===== config.mk =====
export PLATFORM = sky130hd
export DESIGN_NAME = fvtc_queue
export DESIGN_NICKNAME = d
export VERILOG_FILES = /design/src/rtl/fvtc_pkg.sv /design/src/rtl/fvtc_queue.sv
export SDC_FILE = /design/constraint.sdc
export NUM_CORES = 1
export LEC_CHECK = 0
export ABC_AREA = 1
export BUFFER_PORTS_ARGS = -buffer_cell sky130_fd_sc_hd__buf_2
export CAP_MARGIN = 30
export CORE_MARGIN = 2
export CORE_UTILIZATION = 57
export CTS_CLUSTER_DIAMETER = 50
export DETAILED_ROUTE_END_ITERATION = 8
export GPL_TIMING_DRIVEN = 0
export PLACE_DENSITY_LB_ADDON = 0.3
export SYNTH_ARGS = -nofsm -noshare
export SYNTH_HDL_FRONTEND = slang
export SYNTH_SLANG_ARGS = --single-unit

===== constraint.sdc =====
create_clock -name clk -period 5.4 [get_ports clk]
set_clock_uncertainty 0.2 [all_clocks]
set_input_delay 0.81 -clock clk [delete_from_list [all_inputs] [get_ports clk]]
set_output_delay 0.81 -clock clk [all_outputs]
set_load 0.01 [all_outputs]

===== src/rtl/fvtc_pkg.sv =====
// Shared types, constants and helpers for the FAT volume type classifier.
`default_nettype none
package fvtc_pkg;

	// Packed stream widths
	localparam int IN_W  = 304;
	localparam int OUT_W = 128;

	// Root-directory division: numerator entries*32 + bytes-1 fits 22 bits
	localparam int ROOT_NUM_W = 22;
	localparam int ROOT_REM_W = 17;

	// Cluster division: 32-bit data sectors by 8-bit sectors per cluster
	localparam int CLU_NUM_W = 32;
	localparam int CLU_REM_W = 9;

	// Queue between front and back
	localparam int QUEUE_DEPTH = 4;
	localparam int QUEUE_AW    = 2;

	// Classification thresholds and end-of-chain marks
	localparam logic [31:0] LIMIT_FAT12 = 32'd4085;
	localparam logic [31:0] LIMIT_FAT16 = 32'd65525;
	localparam logic [27:0] EOC_FAT12   = 28'h0000FF8;
	localparam logic [27:0] EOC_FAT16   = 28'h000FFF8;
	localparam logic [27:0] EOC_FAT32   = 28'hFFFFFF8;

	typedef enum logic [1:0] {
		KIND_UNKNOWN = 2'd0,
		KIND_FAT12   = 2'd1,
		KIND_FAT16   = 2'd2,
		KIND_FAT32   = 2'd3
	} kind_t;

	// Request handed from front to back through the queue
	typedef struct packed {
		logic [31:0] total;
		logic [31:0] meta;
		logic [7:0]  spc;
		logic        ver_nz;
		logic        ok;
	} vol_req_t;

	// Result of one volume
	typedef struct packed {
		logic [27:0] chain_end_mark;
		logic [31:0] entry_total;
		logic [31:0] data_start;
		logic [31:0] cluster_total;
		kind_t       volume_kind;
	} vol_res_t;

	// True when "FAT" starts at some byte before any zero byte
	function automatic logic label_has_fat(input logic [63:0] label);
		logic stop;
		logic hit;
		stop = 1'b0;
		hit  = 1'b0;
		for (int i = 0; i < 6; i++) begin
			if (!stop && !hit) begin
				if (label[8*i +: 8] == 8'h00) begin
					stop = 1'b1;
				end else if (label[8*i +: 8] == 8'h46 && label[8*i+8 +: 8] == 8'h41 &&
					label[8*i+16 +: 8] == 8'h54) begin
					hit = 1'b1;
				end
			end
		end
		return hit;
	endfunction

endpackage
`default_nettype wire


===== src/rtl/fvtc_queue.sv =====
// Short request queue between the front and back parts.
`default_nettype none
module fvtc_queue (
	input  wire logic                clk,
	input  wire logic                arst_n,
	input  wire logic                in_valid,
	output logic                     in_ready,
	input  wire fvtc_pkg::vol_req_t  in_req,
	output logic                     out_valid,
	input  wire logic                out_ready,
	output fvtc_pkg::vol_req_t       out_req,
	output logic [fvtc_pkg::QUEUE_AW:0] fill
);

	localparam int Aw = fvtc_pkg::QUEUE_AW;

	fvtc_pkg::vol_req_t slot_q [0:fvtc_pkg::QUEUE_DEPTH-1];
	logic [Aw-1:0] wr_ptr_q;
	logic [Aw-1:0] rd_ptr_q;
	logic [Aw:0]   cnt_q;
	logic          push;
	logic          pop;

	assign in_ready  = (cnt_q != (Aw+1)'(fvtc_pkg::QUEUE_DEPTH));
	assign out_valid = (cnt_q != '0);
	assign push      = in_valid && in_ready;
	assign pop       = out_valid && out_ready;
	assign out_req   = slot_q[rd_ptr_q];
	assign fill      = cnt_q;

	// Pointers and count
	always_ff @(posedge clk or negedge arst_n) begin
		if (!arst_n) begin
			wr_ptr_q <= '0;
			rd_ptr_q <= '0;
			cnt_q    <= '0;
		end else begin
			if (push) wr_ptr_q <= wr_ptr_q + 1'b1;
			if (pop)  rd_ptr_q <= rd_ptr_q + 1'b1;
			if (push && !pop) begin
				cnt_q <= cnt_q + 1'b1;
			end else if (pop && !push) begin
				cnt_q <= cnt_q - 1'b1;
			end
		end
	end

	// Storage
	always_ff @(posedge clk) begin
		if (push) slot_q[wr_ptr_q] <= in_req;
	end

endmodule
`default_nettype wire


==> flow_summary.yaml <==
outcome:
  status: "complete, no violations"
clock_tree:
  cts_made_buffers: 35
  root_buffer: "clkbuf_16"
  htree_levels: 2
  cts_repair_resize_count: 0
  cts_num_sinks: 303
  cts_tree: "yes"
  clk_pin_slew_ns: 0.06
  cts_buffer_depth: 3
  post_cts_buffers: 0
  clk-insertion-delay-late_ns: 0.49
  hold_buffers: 1
setup_path:
  cp.arrival_ns: 2.11
  critPathMaxStageDelay_ns: 0.47
  crit_top_cell: "nand2_1"
  crit_type: "reg -> out"
  worstSetupStartpointType: "flop"
  crit_required_ns: 4.39
  path_cells: "inv_2, buf_1, nand2_1, o211ai_1, nand2_1, buf_2"
  r2r_setup_slack_ns: 2.75
  cp-end-kind: "output pin"
  slowest_stage: "buf_1"
  critPathMaxFanout: 10
synthesis:
  synthCells: 922
  ys_ff_latch: 303
  async_reset_ff_share_pct: 2.31
  synthFlopType: "edfxtp_1"
  synth_edf_count: 296
  avgSynthCellArea_um2: 13.1
  syn-num-nets: 1006
  synth_commonest_cells: "edfxtp_1 (296), nand2_1 (239), inv_1 (163)"
  syn_area_um2: 12100
  yosysMostFrequentCell: "edfxtp_1"
  yosys_warnings: 0
  ys_seq_area_share_pct: 74.9
  synth.area.top_cells: "edfxtp_1 (73%), o211ai_1 (9.2%), nand2_1 (7.4%), inv_1 (5.1%), dfrtp_1 (1.4%)"
  synth.distinct_cells: 18
  yosysTopAreaCellShare_pct: 73.5
  synth_area_leader_cell: "edfxtp_1"
pwr:
  leakage_uw: 0.00598
  power.density_nw_per_um2: 571
  irDropWorstVdd_v: 0.000357
global_routing:
  grt-ovfl-total: 0
  antenna_found_initial: 4
  grt_pass1_wl_um: 39500
  grt_use_total_pct: 23.3
  grt_max_degree: 31
  grt_pass1_vias: 7544
sta:
  layout_min_cycle_time_ns: 3.12
  tns_ns: 0
  rsz0062_at_grt: "no"
  tightest_slew_ns: 0.848
  hold_ws_ns: 0.328
  slew_headroom_pct: 43.3
  finalCritPeriodShare_pct: 57.7
  hold_viol_final: 0
  fmaxAchievable_mhz: 321
  setup_viol: 0
  slew_viol_final: 0
floorplanning:
  core_um2: 21000
  start_util_pct: 57.7
  fp.dieW_um: 150
  dieArea_um2: 22400
  row_count: 53
  die_h_um: 150
  io_pins: 157
route:
  first_pass_iters: 5
  num_vias: 7603
  avgViaCountPerCell: 5.31
  remaining_drc_errors: 0
  routed_wl_um: 26100
  wl_per_cell_um: 18.2
  ant_nets: 0
  first_iter_violations: 450
placed_design:
  port_buffers: 156
  place.gp.congestion: 0.796
  dpl.hpwl_um: 16200
  placed_cell_area_um2: 13500
cells_and_area:
  areaGrowthSynthToFinish_pct: 20.6
  design_area_um2: 14600
  drive_gt1_share_pct: 22.5
  nFillCells: 1437
  utilization_pct: 69.6
  final_nets: 1210
min_path:
  min_path_type: "in -> reg"
flow_run:
  cap_violations: 0
==> stage by stage <==
stage,std cells,setup slack [ns],power (uW)
floorplan,922,0.644,4970
CTS,1427,2.26,8390
detailed placement,1363,2.57,6170
finish,1432,2.28,8330
global route,1429,2.14,8780
global placement,1353,-1.82,6060
==> placed cells by master, fill, tap and decap left out, drive strengths merged <==
master / Yosys / layout
dfrtp: 7 / 7
fa: 1 / 1
inv: 164 / 167
nand2: 239 / 239
clkinv: 0 / 14
o21ai: 1 / 1
dlygate4sd3: 0 / 1
edfxtp: 296 / 296
clkinvlp: 0 / 3
ha: 5 / 5
buf: 44 / 210
nand4: 1 / 1
nand3: 7 / 7
clkbuf: 4 / 46
o211ai: 148 / 148
bufinv: 0 / 1
diode: 0 / 5
xnor2: 1 / 1
nor2: 4 / 4
==> where the power goes <==
| part | switching [uW] | internal (uW) |
|---|---|---|
| clock network | 891 | 1310 |
| logic | 1940 | 989 |
| registers | 118 | 3090 |
| total | 2950 | 5380 |
==> final timing paths <==
check,endpoint,cells after the start,from
setup / recovery,out_req[43],6,rd_ptr_q[0]$_DFFE_PN0P_
hold / removal,slot_q[2][47]$_DFFE_PP_,1,in_req[47]
setup reg to reg,slot_q[1][28]$_DFFE_PP_,6,fill[0]$_DFFE_PN0P_
hold reg to reg,rd_ptr_q[0]$_DFFE_PN0P_,2,rd_ptr_q[0]$_DFFE_PN0P_
max in group asynchronous,rd_ptr_q[0]$_DFFE_PN0P_,2,arst_n
min in group asynchronous,rd_ptr_q[1]$_DFFE_PN0P_,2,arst_n
==> layout make-up <==
class | instances | area (um2) | share of cell area, %
Sequential cell | 303 | 9060 | 62.1
Multi-Input combinational cell | 407 | 2190 | 15.0
Timing Repair Buffer | 167 | 1010 | 6.95
Clock buffer | 42 | 945 | 6.48
Inverter | 164 | 616 | 4.22
Tap cell | 275 | 344 | 2.36
Buffer | 48 | 254 | 1.74
Clock inverter | 21 | 148 | 1.01
Antenna cell | 5 | 12.5 | 0.0858
==> registers in the layout (all words and copies together), names as in the netlist <==
| name | cells |
|---|---|
| slot_q | 296 |
| wr_ptr_q | 2 |
| rd_ptr_q | 2 |
| fill | 3 |
==> routing by layer <==
metal / wire [um] / track usage, % / up-vias / share of wire, %
met5: 0 / 0 / - / 0
met4: 680 / 8.25 / 0 / 2.6
met3: 1970 / 4.54 / 55 / 7.5
met2: 13200 / 40.1 / 298 / 50
met1: 10300 / 30.0 / 3621 / 39
li1: - / - / 3629 / -
==> kinds of logic after synthesis <==
kind of cell / Yosys count / share of synthesized area [%]
AND/OR/NAND/NOR: 251 / 7.88
XOR/XNOR: 1 / 0.0724
adder cells (fa/ha/maj): 6 / 0.683
flip-flops: 303 / 74.9
buffers and inverters: 212 / 7.19
AO/OA/AOI/OAI: 149 / 9.23
==> worst max-delay path, delay by kind of cell, from the launching register on <==
kind / cells / cell delay (ns)
AOI/OAI and AO/OA: 1 / 0.11
buffers and inverters: 3 / 0.87
DFF: 1 / 0.41
and+or+nand+nor: 2 / 0.23
Note: power is estimated with default switching activity, not from simulation.
