`src/rtl/fvtc_pkg.sv`:
```
// Shared types, constants and helpers for the FAT volume type classifier.
`default_nettype none
package fvtc_pkg;

	// Packed stream widths
	localparam int IN_W  = 304;
	localparam int OUT_W = 128;

	// Root-directory division: numerator entries*32 + bytes-1 fits 22 bits
	localparam int ROOT_NUM_W = 22;
	localparam int ROOT_REM_W = 17;

	// Cluster division: 32-bit data sectors by 8-bit sectors per cluster
	localparam int CLU_NUM_W = 32;
	localparam int CLU_REM_W = 9;

	// Queue between front and back
	localparam int QUEUE_DEPTH = 4;
	localparam int QUEUE_AW    = 2;

	// Classification thresholds and end-of-chain marks
	localparam logic [31:0] LIMIT_FAT12 = 32'd4085;
	localparam logic [31:0] LIMIT_FAT16 = 32'd65525;
	localparam logic [27:0] EOC_FAT12   = 28'h0000FF8;
	localparam logic [27:0] EOC_FAT16   = 28'h000FFF8;
	localparam logic [27:0] EOC_FAT32   = 28'hFFFFFF8;

	typedef enum logic [1:0] {
		KIND_UNKNOWN = 2'd0,
		KIND_FAT12   = 2'd1,
		KIND_FAT16   = 2'd2,
		KIND_FAT32   = 2'd3
	} kind_t;

	// Request handed from front to back through the queue
	typedef struct packed {
		logic [31:0] total;
		logic [31:0] meta;
		logic [7:0]  spc;
		logic        ver_nz;
		logic        ok;
	} vol_req_t;

	// Result of one volume
	typedef struct packed {
		logic [27:0] chain_end_mark;
		logic [31:0] entry_total;
		logic [31:0] data_start;
		logic [31:0] cluster_total;
		kind_t       volume_kind;
	} vol_res_t;

	// True when "FAT" starts at some byte before any zero byte
	function automatic logic label_has_fat(input logic [63:0] label);
		logic stop;
		logic hit;
		stop = 1'b0;
		hit  = 1'b0;
		for (int i = 0; i < 6; i++) begin
			if (!stop && !hit) begin
				if (label[8*i +: 8] == 8'h00) begin
					stop = 1'b1;
				end else if (label[8*i +: 8] == 8'h46 && label[8*i+8 +: 8] == 8'h41 &&
					label[8*i+16 +: 8] == 8'h54) begin
					hit = 1'b1;
				end
			end
		end
		return hit;
	endfunction

endpackage
`default_nettype wire

```
`src/rtl/fvtc_back.sv`:
```
// Back part: data sectors, cluster divider, classification and result register.
`default_nettype none
module fvtc_back (
	input  wire logic                clk,
	input  wire logic                arst_n,
	input  wire logic                in_valid,
	output logic                     in_ready,
	input  wire fvtc_pkg::vol_req_t  in_req,
	output logic                     out_valid,
	input  wire logic                out_ready,
	output fvtc_pkg::vol_res_t       out_res
);

	localparam int Steps = fvtc_pkg::CLU_NUM_W;
	localparam int NumW  = fvtc_pkg::CLU_NUM_W;
	localparam int RemW  = fvtc_pkg::CLU_REM_W;

	typedef struct packed {
		logic [31:0] meta;
		logic        ver_nz;
		logic        ok;
	} side_t;

	logic               en;
	logic               v_q    [0:Steps];
	logic [NumW-1:0]    num_q  [0:Steps];
	logic [RemW-1:0]    rem_q  [0:Steps];
	logic [NumW-1:0]    quo_q  [0:Steps];
	logic [7:0]         dvs_q  [0:Steps];
	side_t              side_q [0:Steps];
	logic               v_out_q;
	fvtc_pkg::vol_res_t res_d;
	fvtc_pkg::vol_res_t res_q;
	logic [31:0]        clu;

	// Back advances unless the result register is held
	assign en       = !v_out_q || out_ready;
	assign in_ready = en;

	// Entry stage: data sector count, wrapped
	always_ff @(posedge clk or negedge arst_n) begin
		if (!arst_n) begin
			v_q[0] <= 1'b0;
		end else if (en) begin
			v_q[0] <= in_valid;
		end
	end

	always_ff @(posedge clk) begin
		if (en) begin
			num_q[0]         <= in_req.total - in_req.meta;
			rem_q[0]         <= '0;
			quo_q[0]         <= '0;
			dvs_q[0]         <= in_req.spc;
			side_q[0].meta   <= in_req.meta;
			side_q[0].ver_nz <= in_req.ver_nz;
			side_q[0].ok     <= in_req.ok;
		end
	end

	// Restoring divider, one quotient bit per stage
	for (genvar k = 0; k < Steps; k++) begin : g_div
		logic [RemW-1:0] trial;
		logic            fit;
		assign trial = {rem_q[k][RemW-2:0], num_q[k][NumW-1]};
		assign fit   = (trial >= {1'b0, dvs_q[k]});

		always_ff @(posedge clk or negedge arst_n) begin
			if (!arst_n) begin
				v_q[k+1] <= 1'b0;
			end else if (en) begin
				v_q[k+1] <= v_q[k];
			end
		end

		always_ff @(posedge clk) begin
			if (en) begin
				num_q[k+1]  <= {num_q[k][NumW-2:0], 1'b0};
				rem_q[k+1]  <= fit ? (trial - {1'b0, dvs_q[k]}) : trial;
				quo_q[k+1]  <= {quo_q[k][NumW-2:0], fit};
				dvs_q[k+1]  <= dvs_q[k];
				side_q[k+1] <= side_q[k];
			end
		end
	end

	assign clu = quo_q[Steps];

	// Classification
	always_comb begin
		res_d = '0;
		if (side_q[Steps].ok) begin
			if (clu < fvtc_pkg::LIMIT_FAT12) begin
				res_d.volume_kind    = fvtc_pkg::KIND_FAT12;
				res_d.chain_end_mark = fvtc_pkg::EOC_FAT12;
			end else if (clu < fvtc_pkg::LIMIT_FAT16) begin
				res_d.volume_kind    = fvtc_pkg::KIND_FAT16;
				res_d.chain_end_mark = fvtc_pkg::EOC_FAT16;
			end else begin
				res_d.volume_kind    = fvtc_pkg::KIND_FAT32;
				res_d.chain_end_mark = fvtc_pkg::EOC_FAT32;
			end
			res_d.cluster_total = clu;
			res_d.data_start    = side_q[Steps].meta;
			res_d.entry_total   = clu + 32'd2;
			// FAT32 with a nonzero version word stays unknown
			if (clu >= fvtc_pkg::LIMIT_FAT16 && side_q[Steps].ver_nz) begin
				res_d = '0;
			end
		end
	end

	// Result register
	always_ff @(posedge clk or negedge arst_n) begin
		if (!arst_n) begin
			v_out_q <= 1'b0;
		end else if (en) begin
			v_out_q <= v_q[Steps];
		end
	end

	always_ff @(posedge clk) begin
		if (en) begin
			res_q <= res_d;
		end
	end

	assign out_valid = v_out_q;
	assign out_res   = res_q;

endmodule
`default_nettype wire

```
`config.mk`:
```
export PLATFORM = sky130hd
export DESIGN_NAME = fvtc_back
export DESIGN_NICKNAME = d
export VERILOG_FILES = /design/src/rtl/fvtc_pkg.sv /design/src/rtl/fvtc_back.sv
export SDC_FILE = /design/constraint.sdc
export NUM_CORES = 2
export LEC_CHECK = 0
export BUFFER_PORTS_ARGS = -buffer_cell sky130_fd_sc_hd__buf_2
export CORE_MARGIN = 2
export CORE_UTILIZATION = 40
export CTS_BUF_LIST = sky130_fd_sc_hd__clkbuf_4 sky130_fd_sc_hd__clkbuf_8
export DETAILED_ROUTE_END_ITERATION = 8
export GPL_TIMING_DRIVEN = 0
export PLACE_DENSITY_LB_ADDON = 0.08
export SLEW_MARGIN = 0
export SYNTH_ARGS = -nofsm -noshare
export SYNTH_HDL_FRONTEND = slang
export SYNTH_SLANG_ARGS = --single-unit
export TNS_END_PERCENT = 50
```
`constraint.sdc`:
```
create_clock -name clk -period 59.3 [get_ports clk]
set_input_delay 0 -clock clk [delete_from_list [all_inputs] [get_ports clk]]
set_output_delay 0 -clock clk [all_outputs]
set_load 0.1 [all_outputs]
```
==> flow_summary.json <==
{
  "drc": 0,
  "wl_um": 137400,
  "wl_met1_um": 61680,
  "fin_util_pct": 46.63,
  "async_reset_ff_share_pct": 1.208,
  "root_buffer": "clkbuf_8",
  "drt_iter0_drc": 2841,
  "h-tree-depth": 5,
  "grt_max_degree": 141,
  "cp.arrival_ns": 6.22,
  "cp-end-kind": "output port",
  "grt_usage_pct": 10.54,
  "leakagePower_nw": 43.90,
  "drt-pass1-iter-count": 6,
  "clk_pin_slew_ns": 0.06,
  "synth_area_um2": 101900,
  "rows": 185,
  "antenna_found_initial": 5,
  "crit_path_max_incr_delay_ns": 0.54,
  "grt-ovfl-total": 0,
  "status": "finished, final reports clean",
  "worstPathCellList": "nor2b_1 -> clkbuf_1 -> buf_1 -> inv_8 -> buf_16 -> buf_16 -> buf_16 -> buf_16 -> buf_16 -> buf_16 -> buf_2",
  "syn_avg_cell_area_um2": 20.04,
  "vias": 43460,
  "period_needed_ns": 6.219,
  "grt_pass1_vias": 45300,
  "clockBufferDepth": 4,
  "die_h_um": 508.7,
  "nets": 6347,
  "routedWlPerCell_um": 14.19,
  "synth_edf_count": 2781,
  "max_freq_mhz": 160.8,
  "critPathLaunchType": "flop",
  "crit_fanout": 126,
  "seq_area_frac_synth_pct": 82.78,
  "crit_type": "flop to output port",
  "crit_buf_inv": 10,
  "initial_core_util_pct": 40.17,
  "final_common_cell": "edfxtp_1",
  "synthFlopType": "edfxtp_1",
  "routed.top_layer": "met4",
  "setup_tns_ns": 0,
  "max_cap_violations": 0,
  "pwr_density_cell_nw_per_um2": 60.40,
  "grt_setup_unrepaired": "no",
  "cts_made_buffers": 471,
  "grt_pass1_wl_um": 226000,
  "setup_viol": 0,
  "ys_ff_latch": 2815,
  "area_growth_pct": 16.08,
  "via_per_inst": 4.490,
  "insertion_delay_ns": 1.07,
  "final_cell_mix": "2781 x edfxtp_1, 480 x clkbuf_8, 382 x inv_1",
  "io_buffers": 202,
  "cpLargestDelayFamily": "buffers and inverters",
  "synth.distinct_cells": 59,
  "ant_nets": 0,
  "synth_cells": 5085,
  "crit_path_top_delay_cell": "buf_2",
  "worstMarginPinSlew_ns": 0.8827,
  "clock-sinks": 2815,
  "dp_hpwl_um": 78140,
  "yosysWarnings": 0,
  "cpMostUsedCell": "buf_16",
  "die_x_um": 508.7,
  "cts_tree": "done",
  "place_congestion": 0.8019,
  "hold_viol": 0,
  "post-route-period-util_pct": 10.49,
  "core_area_um2": 253700,
  "critPathRequiredTime_ns": 59.30,
  "wl_met3_um": 6743,
  "ios": 206,
  "dieArea_um2": 258800,
  "slew_headroom_pct": 41.15,
  "slew_violations": 0,
  "min_path_type": "primary input to flop",
  "vdd_drop_max_mv": 0.04347,
  "drive_gt1_share_pct": 21.25,
  "met2WireLength_um": 63470,
  "clock_skew_ns": 0.07849
}
==> cell type report <==
cell class	count	area, um^2
fillers	21740	135400
flip-flops and latches	2815	84360
multi-input cells	1836	15800
clock buffers	660	7951
well taps	3366	4212
repair buffers	396	3366
inverters	384	1449
clock inverters	163	828.3
plain buffers	52	315.3
diodes	6	15.01
==> power breakdown <==
| part | switching [W] | total (W) | internal [W] |
|---|---|---|---|
| Sequential | 0.000262 | 0.00365 | 0.00338 |
| Clock | 0.000716 | 0.00159 | 0.000874 |
| Combinational | 0.00115 | 0.00191 | 0.000761 |
| Total | 0.00213 | 0.00714 | 0.00502 |
==> worst reg2reg max path, cell delays in order (launching register included) <==
cell      delay, ns
dfrtp_1        0.37
nor2b_1        0.13
clkbuf_1       0.21
buf_1          0.38
inv_8          0.52
buf_16         0.38
buf_16         0.47
buf_16         0.59
buf_16         0.52
buf_16         0.42
buf_16         0.54
==> worst paths after layout <==
path	start	end	slack, ns	depth (start not counted)
setup / recovery	out_valid	in_ready	53.08	11
hold / removal	out_ready	v_q[4]	0.16	5
setup reg to reg	out_valid	num_q[0][1]	54.24	10
hold reg to reg	num_q[0][299]	num_q[0][332]	0.35	0
max in group asynchronous	arst_n	v_q[13]	58.55	5
min in group asynchronous	arst_n	v_q[31]	0.57	5
==> state kept, by name, indices dropped and copies added (netlist names) <==
| register | count |
|---|---|
| side_q | 1122 |
| rem_q | 248 |
| quo_q | 528 |
| num_q | 528 |
| out_valid | 1 |
| v_q | 33 |
| dvs_q | 256 |
| out_res | 99 |
==> cells by family after synthesis <==
group	synth area share, %
flip-flops	82.78
AND/OR/NAND/NOR	2.963
AO/OA/AOI/OAI	3.768
buffers and inverters	1.724
adder cells (fa/ha/maj)	4.071
multiplexers	2.943
XOR/XNOR	1.745
other	0.003680
==> synthesized netlist by cell type, drive strengths merged, types with 33 or more instances <==
master	number	area [um^2]
inv	384	1441
a21oi	142	819.5
dfrtp	34	850.8
and2	69	432.9
xnor2	118	1033
a31oi	34	212.7
mux2i	60	600.6
nor3	35	175.2
nor2	109	411.7
a21o	80	600.6
nand2	73	274.0
o21ai	136	902.1
ha	282	3528
mux2	213	2399
buf	33	229.0
nand3	41	205.2
nor2b	95	654.4
nand2b	34	212.7
edfxtp	2781	83510
and3	38	240.2
xor2	85	744.5
==> metal layers <==
metal | GRT usage (%) | up-vias
met1 | 13.48 | 20920
met3 | 2.753 | 464
met5 | 0 | -
met2 | 16.69 | 876
li1 | - | 21190
met4 | 5.188 | 0
==> what timing repair did <==
action / CTS / global route
gates resized for setup: 0 / 0
setup endpoints to repair: 0 / 0
hold buffers: 171 / 0
endpoints found under the hold margin: 142 / 0
buffers inserted: 0 / 0
==> per-stage QoR <==
step                      power [W]  hold WS (ns)  worst slack [ns]  instance area (um^2)  instances
final                      0.007145        0.1642             53.08                118300       9678
after global routing       0.007607       0.05913             52.41                118300       9678
after CTS                  0.007271       0.01587             52.71                118300       9672
after detailed placement   0.005607        0.1208             53.91                107800       8678
after global placement     0.007172       0.08876            -24.93                107100       8655
after floorplan            0.006315       -0.2956            0.9557                101900       5087
No activity file was read; power rests on OpenSTA's default activity.
