===== src/rtl/fvtc_pkg.sv =====
// Shared types, constants and helpers for the FAT volume type classifier.
`default_nettype none
package fvtc_pkg;

	// Packed stream widths
	localparam int IN_W  = 304;
	localparam int OUT_W = 128;

	// Root-directory division: numerator entries*32 + bytes-1 fits 22 bits
	localparam int ROOT_NUM_W = 22;
	localparam int ROOT_REM_W = 17;

	// Cluster division: 32-bit data sectors by 8-bit sectors per cluster
	localparam int CLU_NUM_W = 32;
	localparam int CLU_REM_W = 9;

	// Queue between front and back
	localparam int QUEUE_DEPTH = 4;
	localparam int QUEUE_AW    = 2;

	// Classification thresholds and end-of-chain marks
	localparam logic [31:0] LIMIT_FAT12 = 32'd4085;
	localparam logic [31:0] LIMIT_FAT16 = 32'd65525;
	localparam logic [27:0] EOC_FAT12   = 28'h0000FF8;
	localparam logic [27:0] EOC_FAT16   = 28'h000FFF8;
	localparam logic [27:0] EOC_FAT32   = 28'hFFFFFF8;

	typedef enum logic [1:0] {
		KIND_UNKNOWN = 2'd0,
		KIND_FAT12   = 2'd1,
		KIND_FAT16   = 2'd2,
		KIND_FAT32   = 2'd3
	} kind_t;

	// Request handed from front to back through the queue
	typedef struct packed {
		logic [31:0] total;
		logic [31:0] meta;
		logic [7:0]  spc;
		logic        ver_nz;
		logic        ok;
	} vol_req_t;

	// Result of one volume
	typedef struct packed {
		logic [27:0] chain_end_mark;
		logic [31:0] entry_total;
		logic [31:0] data_start;
		logic [31:0] cluster_total;
		kind_t       volume_kind;
	} vol_res_t;

	// True when "FAT" starts at some byte before any zero byte
	function automatic logic label_has_fat(input logic [63:0] label);
		logic stop;
		logic hit;
		stop = 1'b0;
		hit  = 1'b0;
		for (int i = 0; i < 6; i++) begin
			if (!stop && !hit) begin
				if (label[8*i +: 8] == 8'h00) begin
					stop = 1'b1;
				end else if (label[8*i +: 8] == 8'h46 && label[8*i+8 +: 8] == 8'h41 &&
					label[8*i+16 +: 8] == 8'h54) begin
					hit = 1'b1;
				end
			end
		end
		return hit;
	endfunction

endpackage
`default_nettype wire


===== src/rtl/fvtc_front.sv =====
// Front part: label check, field selection, root-sector divider, metadata sum.
`default_nettype none
module fvtc_front (
	input  wire logic                  clk,
	input  wire logic                  arst_n,
	input  wire logic                  in_valid,
	output logic                       in_ready,
	input  wire logic [15:0]           sector_bytes,
	input  wire logic [15:0]           root_entry_count,
	input  wire logic [15:0]           small_fat_size,
	input  wire logic [31:0]           large_fat_size,
	input  wire logic [15:0]           small_total,
	input  wire logic [31:0]           large_total,
	input  wire logic [15:0]           reserved_count,
	input  wire logic [7:0]            fat_copies,
	input  wire logic [7:0]            cluster_sectors,
	input  wire logic [15:0]           fs_revision,
	input  wire logic [63:0]           label_early,
	input  wire logic [63:0]           label_late,
	output logic                       out_valid,
	input  wire logic                  out_ready,
	output fvtc_pkg::vol_req_t         out_req
);

	localparam int Steps = fvtc_pkg::ROOT_NUM_W;
	localparam int NumW  = fvtc_pkg::ROOT_NUM_W;
	localparam int RemW  = fvtc_pkg::ROOT_REM_W;

	// Side data carried along the divider
	typedef struct packed {
		logic [31:0] prod;
		logic [31:0] total;
		logic [15:0] rsvd;
		logic [7:0]  spc;
		logic        ver_nz;
		logic        ok;
	} side_t;

	logic              en;
	logic              v_q    [0:Steps];
	logic [NumW-1:0]   num_q  [0:Steps];
	logic [RemW-1:0]   rem_q  [0:Steps];
	logic [NumW-1:0]   quo_q  [0:Steps];
	logic [15:0]       dvs_q  [0:Steps];
	side_t             side_q [0:Steps];
	logic              v_out_q;
	fvtc_pkg::vol_req_t req_q;
	logic [31:0]       fsz;
	logic              ok;

	// Whole front advances unless its finished request is blocked
	assign en       = !v_out_q || out_ready;
	assign in_ready = en;

	assign fsz = (small_fat_size != 16'd0) ? {16'd0, small_fat_size} : large_fat_size;
	assign ok  = (fvtc_pkg::label_has_fat(label_early) || fvtc_pkg::label_has_fat(label_late))
		&& sector_bytes != 16'd0 && cluster_sectors != 8'd0;

	// Entry stage: select fields, FAT area product, divider numerator
	always_ff @(posedge clk or negedge arst_n) begin
		if (!arst_n) begin
			v_q[0] <= 1'b0;
		end else if (en) begin
			v_q[0] <= in_valid;
		end
	end

	always_ff @(posedge clk) begin
		if (en) begin
			num_q[0]         <= {1'b0, root_entry_count, 5'd0} + {6'd0, sector_bytes} - 22'd1;
			rem_q[0]         <= '0;
			quo_q[0]         <= '0;
			dvs_q[0]         <= sector_bytes;
			side_q[0].prod   <= 32'(fat_copies * fsz);
			side_q[0].total  <= (small_total != 16'd0) ? {16'd0, small_total} : large_total;
			side_q[0].rsvd   <= reserved_count;
			side_q[0].spc    <= cluster_sectors;
			side_q[0].ver_nz <= (fs_revision != 16'd0);
			side_q[0].ok     <= ok;
		end
	end

	// Restoring divider, one quotient bit per stage
	for (genvar k = 0; k < Steps; k++) begin : g_div
		logic [RemW-1:0] trial;
		logic            fit;
		assign trial = {rem_q[k][RemW-2:0], num_q[k][NumW-1]};
		assign fit   = (trial >= {1'b0, dvs_q[k]});

		always_ff @(posedge clk or negedge arst_n) begin
			if (!arst_n) begin
				v_q[k+1] <= 1'b0;
			end else if (en) begin
				v_q[k+1] <= v_q[k];
			end
		end

		always_ff @(posedge clk) begin
			if (en) begin
				num_q[k+1]  <= {num_q[k][NumW-2:0], 1'b0};
				rem_q[k+1]  <= fit ? (trial - {1'b0, dvs_q[k]}) : trial;
				quo_q[k+1]  <= {quo_q[k][NumW-2:0], fit};
				dvs_q[k+1]  <= dvs_q[k];
				side_q[k+1] <= side_q[k];
			end
		end
	end

	// Output stage: first data sector
	always_ff @(posedge clk or negedge arst_n) begin
		if (!arst_n) begin
			v_out_q <= 1'b0;
		end else if (en) begin
			v_out_q <= v_q[Steps];
		end
	end

	always_ff @(posedge clk) begin
		if (en) begin
			req_q.meta   <= {16'd0, side_q[Steps].rsvd} + side_q[Steps].prod
				+ {10'd0, quo_q[Steps]};
			req_q.total  <= side_q[Steps].total;
			req_q.spc    <= side_q[Steps].spc;
			req_q.ver_nz <= side_q[Steps].ver_nz;
			req_q.ok     <= side_q[Steps].ok;
		end
	end

	assign out_valid = v_out_q;
	assign out_req   = req_q;

endmodule
`default_nettype wire


===== config.mk =====
export PLATFORM = sky130hd
export DESIGN_NAME = fvtc_front
export DESIGN_NICKNAME = d
export VERILOG_FILES = /design/src/rtl/fvtc_pkg.sv /design/src/rtl/fvtc_front.sv
export SDC_FILE = /design/constraint.sdc
export NUM_CORES = 2
export LEC_CHECK = 0
export ABC_AREA = 1
export BUFFER_PORTS_ARGS = -buffer_cell sky130_fd_sc_hd__buf_4
export CAP_MARGIN = 40
export CORE_MARGIN = 4
export CORE_UTILIZATION = 50
export CTS_CLUSTER_SIZE = 25
export DETAILED_ROUTE_END_ITERATION = 12
export PLACE_DENSITY = 0.66
export SETUP_SLACK_MARGIN = 0.15
export SLEW_MARGIN = 30
export SYNTH_ARGS = -nofsm -noshare
export SYNTH_HDL_FRONTEND = slang
export SYNTH_SLANG_ARGS = --single-unit

===== constraint.sdc =====
create_clock -name clk -period 442.4 [get_ports clk]
set_input_delay 110.6 -clock clk [delete_from_list [all_inputs] [get_ports clk]]
set_output_delay 110.6 -clock clk [all_outputs]
set_load 0.005 [all_outputs]

==> results.md <==
- Run status: complete, no violations
- Startpoint type of the worst setup path: input pin
- Number of global-route vias before repair: 66658
- Share of synthesized registers carrying an async set or reset: 0.714%
- Arrival time of the worst setup path: 111.53 ns
- Post-Syn Instances: roughly 8400
- CTS clk-pin slew, worst paths: 0.06 ns
- Total power of the final layout: approximately 1.3 mW
- Global-route track usage on met3: roughly 3.1%
- CTS Hold Bufs: 0
- Worst EP required: 331.80 ns
- Capturing element type of the critical path: output pin
- Worst-case setup margin in the final layout: 220.27 ns
- Total die area: approximately 270000 um^2
- Most common flop cell mapped by yosys: sky130_fd_sc_hd__edfxtp_1
- Dominant cell type by area after synthesis: sky130_fd_sc_hd__edfxtp_1
- Leak: 58.6 nW
- Top achievable clock speed: 4.50 MHz
- Std-Cell Core Area: about 260000 um^2
- Synthesized area: between 100000 and 150000 um^2
- Number of detailed-routing iterations run before antenna repair: 6
- CTS Root Cell: sky130_fd_sc_hd__clkbuf_16
- Detail-routed net length per standard cell: 17.3 um
- Highest-count cells in the layout ignoring fill and taps: sky130_fd_sc_hd__edfxtp_1, sky130_fd_sc_hd__inv_1, sky130_fd_sc_hd__nor2_1
- Starting DRC count in detailed routing: around 4000
- Antenna violations before repair: 4
- Vertical extent of the die: about 520 um
- Maximum count of clock buffers along a single path: 4
- DR DRC count: 0
- Category of the most critical setup path: input pin to output pin
- Final global-route overflow total: 0
- Tightest Pin Transition: 0.907 ns
- Register bit count reported by yosys: 3362
- Fraction of the yosys area taken by sequential cells: 76.6%
- Final-report setup violation count: 0
- Worst setup timing slack at the placement stage: 220.26 ns
- Largest cells by area after synthesis: sky130_fd_sc_hd__edfxtp_1, sky130_fd_sc_hd__ha_1, sky130_fd_sc_hd__fa_1, sky130_fd_sc_hd__inv_1, sky130_fd_sc_hd__nor2_1
- Post_cts resized: 0
- Biggest fanout along the worst timing path: between 50 and 60
- Via-to-Cell Ratio: 4.97
- Post-Syn Area per Cell: 15.6 um^2
- Number of clock sinks seen by CTS: around 3400
- Vias after detailed routing: 64300
- Multi-input gate area: 27000 um^2
- GR met1 Demand/Resource: 21.1%
- Number of setup buffers added after CTS: 0
- Most common cell after layout, fill and taps aside: sky130_fd_sc_hd__edfxtp_1
- Fillers: 19978
- Number of distinct library cells after synthesis: 59
- Global-route wire length before repair: roughly 360000 um
- Slew Viols, Final: 0
- Worst slew margin relative to its limit: 39.5%
- Period Utilization, post-route: 50.2%
- Areal power density over the cells: approximately 8.5 nW/um^2
- Starting density of the core: 50.2%
- GRT met2 Usage: ~28%
- Peak supply drop: 5.04 uV
- Maximum number of pins on one net before global-route repair: about 210
- Busiest layer in global routing: met2
- Tmin final: 222.13 ns
- Unrepaired setup endpoints after global routing: false
- Worst clock skew on the final layout: 0.0672 ns
- Width of the die: 521 um
- Final std cells w/o fill: ~13000
- Num rows: 188
- YS warnings: 0
- Final estimated routing congestion in global placement: roughly 0.93
- Worst hold-check slack: 0.379 ns
- Clock tree from TritonCTS: done
- Top cell type's share of synthesized area: 76.1%
- Cell total after placement: 12326
- Remaining number of nets flagged by the antenna check after routing: 0
- Latest clock arrival within the worst-skew pair: between 0.9 and 1 ns
- Area grow syn2layout: 14.3%
- Ratio of cells with drive above 1 in the final layout: 10.9%
- Hold Violations, Final: 0
- Total routing resource utilization after global routing: 16.4%
- Classification of the worst-slack hold path: register to register
- Number of primary I/O pins: between 300 and 400
- HPWL after detailed placement: 156000 um
- Post-Syn Nets: 9368
- Number of enable flip-flop cells after synthesis: 3338
- Final setup TNS: 0 ns
- Max-capacitance violation count: 0
- H-tree levels: 5
- Number of buffers added by the clock tree synthesis step: 338
- Final layout net count: approximately 10000
- Wire length after detailed routing: 224000 um
- Number of buffer cells added on primary ports: 383
- Register area: slightly above 100000 um^2
## kinds of logic after synthesis
group,share of synthesized area (%)
DFF,76.6
and+or+nand+nor,6.56
AOI/OAI and AO/OA,4.39
buffers and inverters,2.97
adders and majority gates,7.12
xor gates and xnor gates,2.22
muxes,0.192
## state kept, by name, summed over array words and instances (netlist names)
| name | cells |
|---|---|
| out_req | 74 |
| quo_q | 253 |
| v_q | 23 |
| num_q | 253 |
| out_valid | 1 |
| dvs_q | 352 |
| side_q | 2070 |
| rem_q | 336 |
## report_power, final
part / internal (mW) / leakage, nW / switching, mW
clock network: 0.158 / 5.22 / 0.114
logic: 0.140 / 19.4 / 0.238
registers: 0.572 / 34.0 / 0.0526
## critical path, stage by stage
cell	delay [ns]
sky130_fd_sc_hd__buf_4	0.11
sky130_fd_sc_hd__inv_1	0.09
sky130_fd_sc_hd__nand2_4	0.37
sky130_fd_sc_hd__buf_4	0.31
## metrics by stage
stage	instance area [um^2]	util, %
2_1_floorplan	132000	-
3_3_place_gp	139000	53.0
3_5_place_dp	140000	53.2
4_1_cts	150000	57.3
5_1_grt	151000	57.4
6_report	151000	57.4
## cell usage after synthesis, drive strengths merged, types with 67 or more instances
cell type	n
edfxtp	3338
inv	903
nor2	846
nand2	830
a21oi	570
ha	439
fa	194
xnor2	181
o21ai	177
nand3	159
xor2	153
a21o	79
nand4	76
buf	67
## worst paths after layout
kind                                    start  cells past startpoint  slack, ns        endpoint
worst min register to register  side_q[1][37]                      0       0.38  side_q[1][127]
min in group asynchronous              arst_n                      1     109.59          v_q[9]
worst min-delay path            side_q[1][37]                      0       0.38  side_q[1][127]
worst max register to register      out_valid                     11     435.35    dvs_q[2][42]
worst max-delay path                out_ready                      4     220.27        in_ready
max in group asynchronous              arst_n                      1     332.57         v_q[20]
## per-layer routing
layer,wire [um],share of wire (%)
met3,10200,4.6
met4,7630,3.4
met1,95100,42
met2,111000,50
met5,0,0
## final cells by class
class | instances | share of cell area [%]
Tap cell | 3515 | 2.92
Clock inverter | 195 | 1.28
Clock buffer | 411 | 5.87
Inverter | 907 | 2.26
Sequential cell | 3362 | 67.0
Multi-Input combinational cell | 4072 | 18.0
Timing Repair Buffer | 479 | 2.74
Antenna cell | 4 | 0.00665
Power figures use the tool's default switching activity.
